<file path="config.mk">
export PLATFORM = sky130hd
export DESIGN_NAME = json_string_escaper
export DESIGN_NICKNAME = d
export VERILOG_FILES = /design/src/hdl/jse_pkg.sv /design/src/hdl/jse_front.sv /design/src/hdl/jse_queue.sv /design/src/hdl/jse_back.sv /design/src/hdl/json_string_escaper.sv
export VERILOG_INCLUDE_DIRS = /design/src /design/src/hdl
export SDC_FILE = /design/constraint.sdc
export NUM_CORES = 1
export LEC_CHECK = 0
export BUFFER_PORTS_ARGS = -buffer_cell sky130_fd_sc_hd__buf_2
export CAP_MARGIN = 25
export CORE_UTILIZATION = 35
export DETAILED_ROUTE_END_ITERATION = 7
export GPL_ROUTABILITY_DRIVEN = 0
export GPL_TIMING_DRIVEN = 0
export PLACE_DENSITY = 0.61
export SLEW_MARGIN = 20
export SYNTH_ARGS = -nofsm -noshare
export SYNTH_HDL_FRONTEND = slang
export SYNTH_SLANG_ARGS = --single-unit
</file>
<file path="constraint.sdc">
create_clock -name clock -period 9.4 [get_ports clock]
set_clock_uncertainty 0.1 [all_clocks]
set_input_delay 1.88 -clock clock [delete_from_list [all_inputs] [get_ports clock]]
set_output_delay 1.88 -clock clock [all_outputs]
set_load 0.02 [all_outputs]
</file>
<file path="src/hdl/json_string_escaper_defines.svh">
// assertion macros shared by the json string escaper modules
// no dependencies; taken in by `include where assertions are written
`ifndef JSON_STRING_ESCAPER_DEFINES_SVH
`define JSON_STRING_ESCAPER_DEFINES_SVH

// same-cycle implication, checked outside reset
`define JSE_ASSERT_IMP(label, clk, rst, ante, cons) \
   label: assert property (@(posedge clk) disable iff (rst) (ante) |-> (cons)) \
      else $error("json string escaper: assertion failed");

// next-cycle implication, checked outside reset
`define JSE_ASSERT_NEXT(label, clk, rst, ante, cons) \
   label: assert property (@(posedge clk) disable iff (rst) (ante) |=> (cons)) \
      else $error("json string escaper: assertion failed");

`endif

</file>
<file path="src/hdl/jse_pkg.sv">
// types, character codes and classification helpers for the json string escaper
// no dependencies; imported by every module of the block
`default_nettype none

package jse_pkg;

   // input beat
   typedef struct packed {
      logic [7:0] in_byte;
      logic       end_of_string;
   } req_type;

   // output beat
   typedef struct packed {
      logic [7:0] out_byte;
      logic       run_last;
      logic       string_done;
   } rsp_type;

   // escape class of one input byte
   typedef enum logic [1:0] {
      KIND_PASS,
      KIND_SHORT,
      KIND_UNICODE
   } kind_type;

   // classified byte handed from front to back
   typedef struct packed {
      kind_type   kind;
      logic [7:0] data;
      logic       eos;
   } desc_type;

   // queue sizing
   localparam int QDepth = 4;
   localparam int QPtrW  = $clog2(QDepth);
   localparam int QCntW  = $clog2(QDepth + 1);

   // beat index within one escape run
   localparam int BeatW = 3;
   localparam logic [BeatW-1:0] BeatFirst   = 3'd0;
   localparam logic [BeatW-1:0] BeatU       = 3'd1;
   localparam logic [BeatW-1:0] BeatZeroA   = 3'd2;
   localparam logic [BeatW-1:0] BeatZeroB   = 3'd3;
   localparam logic [BeatW-1:0] BeatHexHi   = 3'd4;
   localparam logic [BeatW-1:0] LastPass    = 3'd0;
   localparam logic [BeatW-1:0] LastShort   = 3'd1;
   localparam logic [BeatW-1:0] LastUnicode = 3'd5;

   // character codes
   localparam logic [7:0] CharQuote  = 8'h22;
   localparam logic [7:0] CharBslash = 8'h5C;
   localparam logic [7:0] CharBs     = 8'h08;
   localparam logic [7:0] CharFf     = 8'h0C;
   localparam logic [7:0] CharLf     = 8'h0A;
   localparam logic [7:0] CharCr     = 8'h0D;
   localparam logic [7:0] CharTab    = 8'h09;
   localparam logic [7:0] CharCtlTop = 8'h20;
   localparam logic [7:0] CharZero   = 8'h30;
   localparam logic [7:0] CharLowA   = 8'h61;
   localparam logic [7:0] CharLowB   = 8'h62;
   localparam logic [7:0] CharLowF   = 8'h66;
   localparam logic [7:0] CharLowN   = 8'h6E;
   localparam logic [7:0] CharLowR   = 8'h72;
   localparam logic [7:0] CharLowT   = 8'h74;
   localparam logic [7:0] CharLowU   = 8'h75;

   // lower-case hex digit of one nibble
   function automatic logic [7:0] hex_digit(input logic [3:0] nib);
      logic [7:0] wide;
      wide = {4'h0, nib};
      if (nib < 4'd10) begin
         return CharZero + wide;
      end
      return CharLowA + wide - 8'd10;
   endfunction

   // sort a byte into its escape class
   function automatic desc_type classify(input req_type r);
      desc_type d;
      d.eos  = r.end_of_string;
      d.kind = KIND_SHORT;
      d.data = r.in_byte;
      unique case (r.in_byte)
         CharQuote:  d.data = CharQuote;
         CharBslash: d.data = CharBslash;
         CharBs:     d.data = CharLowB;
         CharFf:     d.data = CharLowF;
         CharLf:     d.data = CharLowN;
         CharCr:     d.data = CharLowR;
         CharTab:    d.data = CharLowT;
         default: begin
            if (r.in_byte < CharCtlTop) begin
               d.kind = KIND_UNICODE;
            end else begin
               d.kind = KIND_PASS;
            end
         end
      endcase
      return d;
   endfunction

endpackage

`default_nettype wire

</file>
<file path="src/hdl/jse_front.sv">
// front end: accepts input beats and classifies each byte into an escape class
// depends on jse_pkg
`default_nettype none

module jse_front
   import jse_pkg::*;
(
   input  wire logic     req_valid,
   output logic          req_stall,
   input  wire req_type  req_data,
   input  wire logic     q_full,
   output logic          q_push,
   output desc_type      q_desc
);

   // accept whenever the queue has room
   assign req_stall = q_full;
   assign q_push    = req_valid && !q_full;

   // classify the incoming byte
   assign q_desc = classify(req_data);

endmodule

`default_nettype wire

</file>
<file path="src/hdl/jse_queue.sv">
// short queue of classified bytes between front and back
// depends on jse_pkg and json_string_escaper_defines.svh
`default_nettype none
`include "json_string_escaper_defines.svh"

module jse_queue
   import jse_pkg::*;
(
   input  wire logic     clock,
   input  wire logic     reset,
   input  wire logic     push,
   input  wire desc_type push_desc,
   output logic          full,
   input  wire logic     pop,
   output logic          head_valid,
   output desc_type      head_desc
);

   desc_type            entry_ff [QDepth];
   logic [QPtrW-1:0]    wr_ptr_ff, wr_ptr_in;
   logic [QPtrW-1:0]    rd_ptr_ff, rd_ptr_in;
   logic [QCntW-1:0]    cnt_ff, cnt_in;

   assign full       = (cnt_ff == QCntW'(QDepth));
   assign head_valid = (cnt_ff != '0);
   assign head_desc  = entry_ff[rd_ptr_ff];

   // pointer and fill count update
   always_comb begin
      wr_ptr_in = wr_ptr_ff;
      rd_ptr_in = rd_ptr_ff;
      cnt_in    = cnt_ff;
      if (push) begin
         wr_ptr_in = (wr_ptr_ff == QPtrW'(QDepth - 1)) ? '0 : wr_ptr_ff + 1'b1;
      end
      if (pop) begin
         rd_ptr_in = (rd_ptr_ff == QPtrW'(QDepth - 1)) ? '0 : rd_ptr_ff + 1'b1;
      end
      if (push && !pop) begin
         cnt_in = cnt_ff + 1'b1;
      end else if (pop && !push) begin
         cnt_in = cnt_ff - 1'b1;
      end
   end

   always_ff @(posedge clock) begin
      if (reset) begin
         wr_ptr_ff <= '0;
         rd_ptr_ff <= '0;
         cnt_ff    <= '0;
      end else begin
         wr_ptr_ff <= wr_ptr_in;
         rd_ptr_ff <= rd_ptr_in;
         cnt_ff    <= cnt_in;
      end
   end

   // entry storage
   always_ff @(posedge clock) begin
      if (push) begin
         entry_ff[wr_ptr_ff] <= push_desc;
      end
   end

   // checks
   `JSE_ASSERT_IMP(a_cnt_bound, clock, reset, 1'b1, cnt_ff <= QCntW'(QDepth))
   `JSE_ASSERT_IMP(a_pop_nonempty, clock, reset, pop, cnt_ff != '0)
   `JSE_ASSERT_NEXT(a_cnt_grow, clock, reset, push && !pop, cnt_ff == $past(cnt_ff) + 1'b1)

endmodule

`default_nettype wire

</file>
<file path="src/hdl/jse_back.sv">
// back end: expands each classified byte into its escape run, one beat a cycle while the output is not stalled
// depends on jse_pkg and json_string_escaper_defines.svh
`default_nettype none
`include "json_string_escaper_defines.svh"

module jse_back
   import jse_pkg::*;
(
   input  wire logic     clock,
   input  wire logic     reset,
   input  wire logic     head_valid,
   input  wire desc_type head_desc,
   output logic          pop,
   output logic          rsp_valid,
   input  wire logic     rsp_stall,
   output rsp_type       rsp_data
);

   logic [BeatW-1:0] idx_ff, idx_in;
   logic             rsp_valid_ff, rsp_valid_in;
   rsp_type          rsp_data_ff, rsp_data_in;
   logic             load;
   logic             fire;
   logic             is_last;
   logic [BeatW-1:0] last_idx;
   logic [7:0]       beat_byte;

   // output register can take a new beat
   assign load = !rsp_valid_ff || !rsp_stall;
   assign fire = load && head_valid;

   // index of the final beat of this run
   always_comb begin
      unique case (head_desc.kind)
         KIND_PASS:    last_idx = LastPass;
         KIND_SHORT:   last_idx = LastShort;
         KIND_UNICODE: last_idx = LastUnicode;
         default:      last_idx = LastPass;
      endcase
   end

   assign is_last = (idx_ff == last_idx);
   assign pop     = fire && is_last;

   // byte of the current beat
   always_comb begin
      unique case (head_desc.kind)
         KIND_PASS: beat_byte = head_desc.data;
         KIND_SHORT: begin
            beat_byte = (idx_ff == BeatFirst) ? CharBslash : head_desc.data;
         end
         KIND_UNICODE: begin
            unique case (idx_ff)
               BeatFirst: beat_byte = CharBslash;
               BeatU:     beat_byte = CharLowU;
               BeatZeroA: beat_byte = CharZero;
               BeatZeroB: beat_byte = CharZero;
               BeatHexHi: beat_byte = hex_digit(head_desc.data[7:4]);
               default:   beat_byte = hex_digit(head_desc.data[3:0]);
            endcase
         end
         default: beat_byte = head_desc.data;
      endcase
   end

   // beat counter and output register next values
   always_comb begin
      idx_in       = idx_ff;
      rsp_valid_in = rsp_valid_ff;
      rsp_data_in  = rsp_data_ff;
      if (load) begin
         rsp_valid_in = head_valid;
      end
      if (fire) begin
         idx_in                  = is_last ? BeatFirst : idx_ff + 1'b1;
         rsp_data_in.out_byte    = beat_byte;
         rsp_data_in.run_last    = is_last;
         rsp_data_in.string_done = is_last && head_desc.eos;
      end
   end

   always_ff @(posedge clock) begin
      if (reset) begin
         idx_ff       <= BeatFirst;
         rsp_valid_ff <= 1'b0;
      end else begin
         idx_ff       <= idx_in;
         rsp_valid_ff <= rsp_valid_in;
      end
   end

   always_ff @(posedge clock) begin
      rsp_data_ff <= rsp_data_in;
   end

   assign rsp_valid = rsp_valid_ff;
   assign rsp_data  = rsp_data_ff;

   // checks
   `JSE_ASSERT_IMP(a_idx_bound, clock, reset, 1'b1, idx_ff <= LastUnicode)
   `JSE_ASSERT_IMP(a_mid_run_head, clock, reset, idx_ff != BeatFirst, head_valid)
   `JSE_ASSERT_IMP(a_open_run, clock, reset, rsp_valid_ff && !rsp_data_ff.run_last, idx_ff != BeatFirst)
   `JSE_ASSERT_IMP(a_done_on_last, clock, reset, rsp_valid_ff && rsp_data_ff.string_done, rsp_data_ff.run_last)

endmodule

`default_nettype wire

</file>
<file path="src/hdl/json_string_escaper.sv">
// JSON string escaper: takes one string byte per input beat and emits its escaped form as
// a run of one, two or six output beats. A byte that passes through unchanged is a run of
// one beat, so plain text streams at one byte per clock while the output is not stalled. A
// quote, backslash or named control character becomes a two-beat run and any other control
// byte a six-beat run; the output side sets the pace then, and a four-entry queue behind
// the classifier keeps taking input beats until it fills. An accepted input beat is written
// into the queue and reaches the output register from the queue head. run_last marks
// the last beat of each run and string_done marks that beat when the input carried
// end_of_string. Only the queue and the output register hold state across runs.
// depends on jse_pkg, jse_front, jse_queue and jse_back
`default_nettype none

module json_string_escaper
   import jse_pkg::*;
(
   input  wire logic    clock,
   input  wire logic    reset,
   input  wire logic    req_valid,
   output logic         req_stall,
   input  wire req_type req_data,
   output logic         rsp_valid,
   input  wire logic    rsp_stall,
   output rsp_type      rsp_data
);

   logic     q_full;
   logic     q_push;
   desc_type q_desc;
   logic     q_pop;
   logic     q_head_valid;
   desc_type q_head_desc;

   // classify incoming bytes
   jse_front u_front (
      .req_valid (req_valid),
      .req_stall (req_stall),
      .req_data  (req_data),
      .q_full    (q_full),
      .q_push    (q_push),
      .q_desc    (q_desc)
   );

   // decouple front and back
   jse_queue u_queue (
      .clock      (clock),
      .reset      (reset),
      .push       (q_push),
      .push_desc  (q_desc),
      .full       (q_full),
      .pop        (q_pop),
      .head_valid (q_head_valid),
      .head_desc  (q_head_desc)
   );

   // expand escape runs
   jse_back u_back (
      .clock      (clock),
      .reset      (reset),
      .head_valid (q_head_valid),
      .head_desc  (q_head_desc),
      .pop        (q_pop),
      .rsp_valid  (rsp_valid),
      .rsp_stall  (rsp_stall),
      .rsp_data   (rsp_data)
   );

endmodule

`default_nettype wire
</file>
==> impl_metrics.py <==
metrics = {
    "cts": {
        "clk_pin_slew_ns": 0.08,
        "numCtsBuffers": 9,
        "clock_sinks": 67,
        "post-cts-setup-buffers": 0,
        "h-tree-depth": 3,
        "clk_latency_ns": 0.34,
        "cts_resized": 0,
        "cts_tree": "built",
        "ctsHoldBuffers": 0,
        "ctsLongestPathBuffers": 2,
        "cts_root_buf": "clkbuf_8",
    },
    "pwr": {
        "p_total_mw": 1.00,
        "leakagePower_nw": 1.36,
        "peakVddDrop_mv": 0.0741,
        "power_density_nw_per_um2": 275,
    },
    "min_path": {
        "hold_end": "u_back.rsp_valid",
        "hold_path.startpoint": "u_back.rsp_valid",
        "hold_path.class": "register to register",
        "min_path_cells": 2,
    },
    "floorplan": {
        "start_util_pct": 36.3,
        "pin_count": 25,
        "coreArea_um2": 8760,
        "die_x_um": 97.4,
        "die_area_um2": 9480,
        "placementRows": 34,
        "die_h_um": 97.4,
    },
    "sta": {
        "min_period_ns": 3.74,
        "worst_pin_slew_ns": 0.591,
        "setup_violations": 0,
        "hold_violations": 0,
        "slew_headroom_pct": 60.6,
        "drv_slew": 0,
        "post-route-period-util_pct": 39.8,
        "final.setup.tns_ns": 0,
        "max_freq_ghz": 0.267,
        "rsz0062_at_grt": "no",
    },
    "routing": {
        "postRouteAntennaNets": 0,
        "drtPass1Iterations": 4,
        "route.detailed.drc": 0,
        "vias": 1987,
        "drt-total-wl_mm": 5.75,
        "drtIter0Drc": 80,
        "wl_per_cell_um": 14.7,
        "via_per_inst": 5.07,
    },
    "synth": {
        "synth_edf_count": 54,
        "synth.largest_area_cell": "edfxtp_1",
        "synth_top_area_share_pct": 50.9,
        "synth_cell_types": 47,
        "syn-cell-area_um2": 3180,
        "postSynthAreaPerCell_um2": 13.0,
        "synthArstFlopShare_pct": 0,
        "synth_warnings": 0,
        "ys_seq_area_share_pct": 59.1,
        "yosysMostFrequentCell": "edfxtp_1",
        "ys.flop_type": "edfxtp_1",
        "synthesis.nets": 271,
        "synthCells": 244,
        "ys_ff_latch": 67,
        "yosys-top-cells-area": "edfxtp_1, dfxtp_1, ha_1",
        "netlist_top_cells_count": "edfxtp_1, a21oi_1, nor2_1, inv_1",
    },
    "grt": {
        "grt_use_met3_pct": 2.45,
        "top_usage_layer": "met2",
        "use_met2_pct": 20.9,
        "grt_max_degree": 15,
        "grt_antenna_before_repair": 0,
        "grt_use_total_pct": 13.4,
        "grt_pass1_wl_mm": 9.80,
        "grt_overflow": 0,
        "use_met1_pct": 17.2,
        "grt_pass1_vias": 1957,
    },
    "final_layout": {
        "drive_above_1_share_pct": 18.7,
        "fin_util_pct": 41.7,
        "diodes": 0,
        "layoutNonFillerInstCount": 392,
        "syn2layout_area_growth_pct": 14.8,
        "nets": 306,
        "fin_area_um2": 3650,
        "fillers": 833,
    },
    "critical_path": {
        "regToRegEndpoint": "u_queue.cnt_ff[2]",
        "crit_path_start_kind": "input pin",
        "rr_worst_depth": 14,
        "worstSetupPathType": "input pin to register",
        "cp.arrival_ns": 3.91,
        "critPathRequiredTime_ns": 9.57,
        "critPathMaxFanout": 14,
        "r2r_setup_slack_ns": 5.69,
        "setup.worst_path.end_class": "register",
    },
    "placed_design": {
        "place_inst": 376,
        "hpwl_mm": 3.90,
        "port_buffers": 24,
        "place_area_um2": 3440,
    },
    "run_status": {
        "outcome": "finished clean",
    },
    "flow_run": {
        "maxCapViolCount": 0,
    },
}
==> cell usage in the layout, fill, tap and decap left out, types with 6 or more instances in the layout <==
cell type  count
edfxtp_1      54
buf_2         26
nor2_1        18
a21oi_1       18
inv_1         17
ha_1          13
dfxtp_1       13
nand2_1       12
o21ai_0       10
clkbuf_8       9
and2_1         7
nor3_1         6
mux4_2         6
mux2i_1        6
==> critical path: stages <==
cell     delay [ns]
buf_2          0.09
a21o_1         0.18
inv_1          0.25
nand2_1        0.20
ha_1           0.20
inv_1          0.07
fa_1           0.43
xor2_1         0.17
or3_1          0.31
a21oi_1        0.13
==> area by class of cell <==
class	count	area [um2]	share of cell area, %
Buffer	8	41.3	1.13
Timing Repair Buffer	24	120	3.29
Inverter	17	63.8	1.75
Clock inverter	7	92.6	2.53
Sequential cell	67	1880	51.5
Tap cell	108	135	3.70
Multi-Input combinational cell	152	1200	32.7
Clock buffer	9	124	3.39
==> through the flow <==
stage          setup slack [ns]  hold WS (ns)
2_1_floorplan              5.62         0.354
4_1_cts                    5.64         0.376
6_report                   5.66         0.374
3_3_place_gp               5.33         0.360
3_5_place_dp               5.27         0.364
5_1_grt                    5.42         0.434
==> power by group <==
part	internal (mW)	switching (mW)
clock	0.148	0.114
combinational	0.124	0.206
sequential	0.390	0.0215
total	0.663	0.341
==> registers in the layout, summed over array words and instances, names as in the netlist, named ones only <==
| register | cells |
|---|---|
| u_queue.wr_ptr_ff | 2 |
| u_back.idx_ff | 3 |
| u_queue.cnt_ff | 3 |
| u_queue.rd_ptr_ff | 2 |
| u_back.rsp_data | 10 |
| u_back.rsp_valid | 1 |
| u_queue.entry_ff | 44 |
==> how the worst max path moves through the flow <==
stage	startpoint	to	cells past startpoint
after CTS	rsp_stall	u_queue.cnt_ff[2]	10
after floorplan	rsp_stall	u_queue.cnt_ff[2]	9
after global placement	rsp_stall	u_queue.cnt_ff[2]	10
final	rsp_stall	u_queue.cnt_ff[2]	10
after detailed placement	rsp_stall	u_queue.cnt_ff[2]	10
after global routing	register	u_queue.cnt_ff[2]	14
==> layer usage <==
metal / part of all wire, % / vias up
met4: 2.5 / 0
met2: 46 / 43
met1: 48 / 948
met5: 0 / -
met3: 3.5 / 14
li1: - / 982
==> cell families after synthesis <==
kind of cell	share of synthesized area (%)
AO/OA/AOI/OAI	9.43
XOR/XNOR	1.10
adder cells (fa/ha/maj)	5.74
multiplexers	9.79
AND/OR/NAND/NOR	11.5
buffers and inverters	3.30
flip-flops	59.1
No activity file was read; power rests on OpenSTA's default activity.
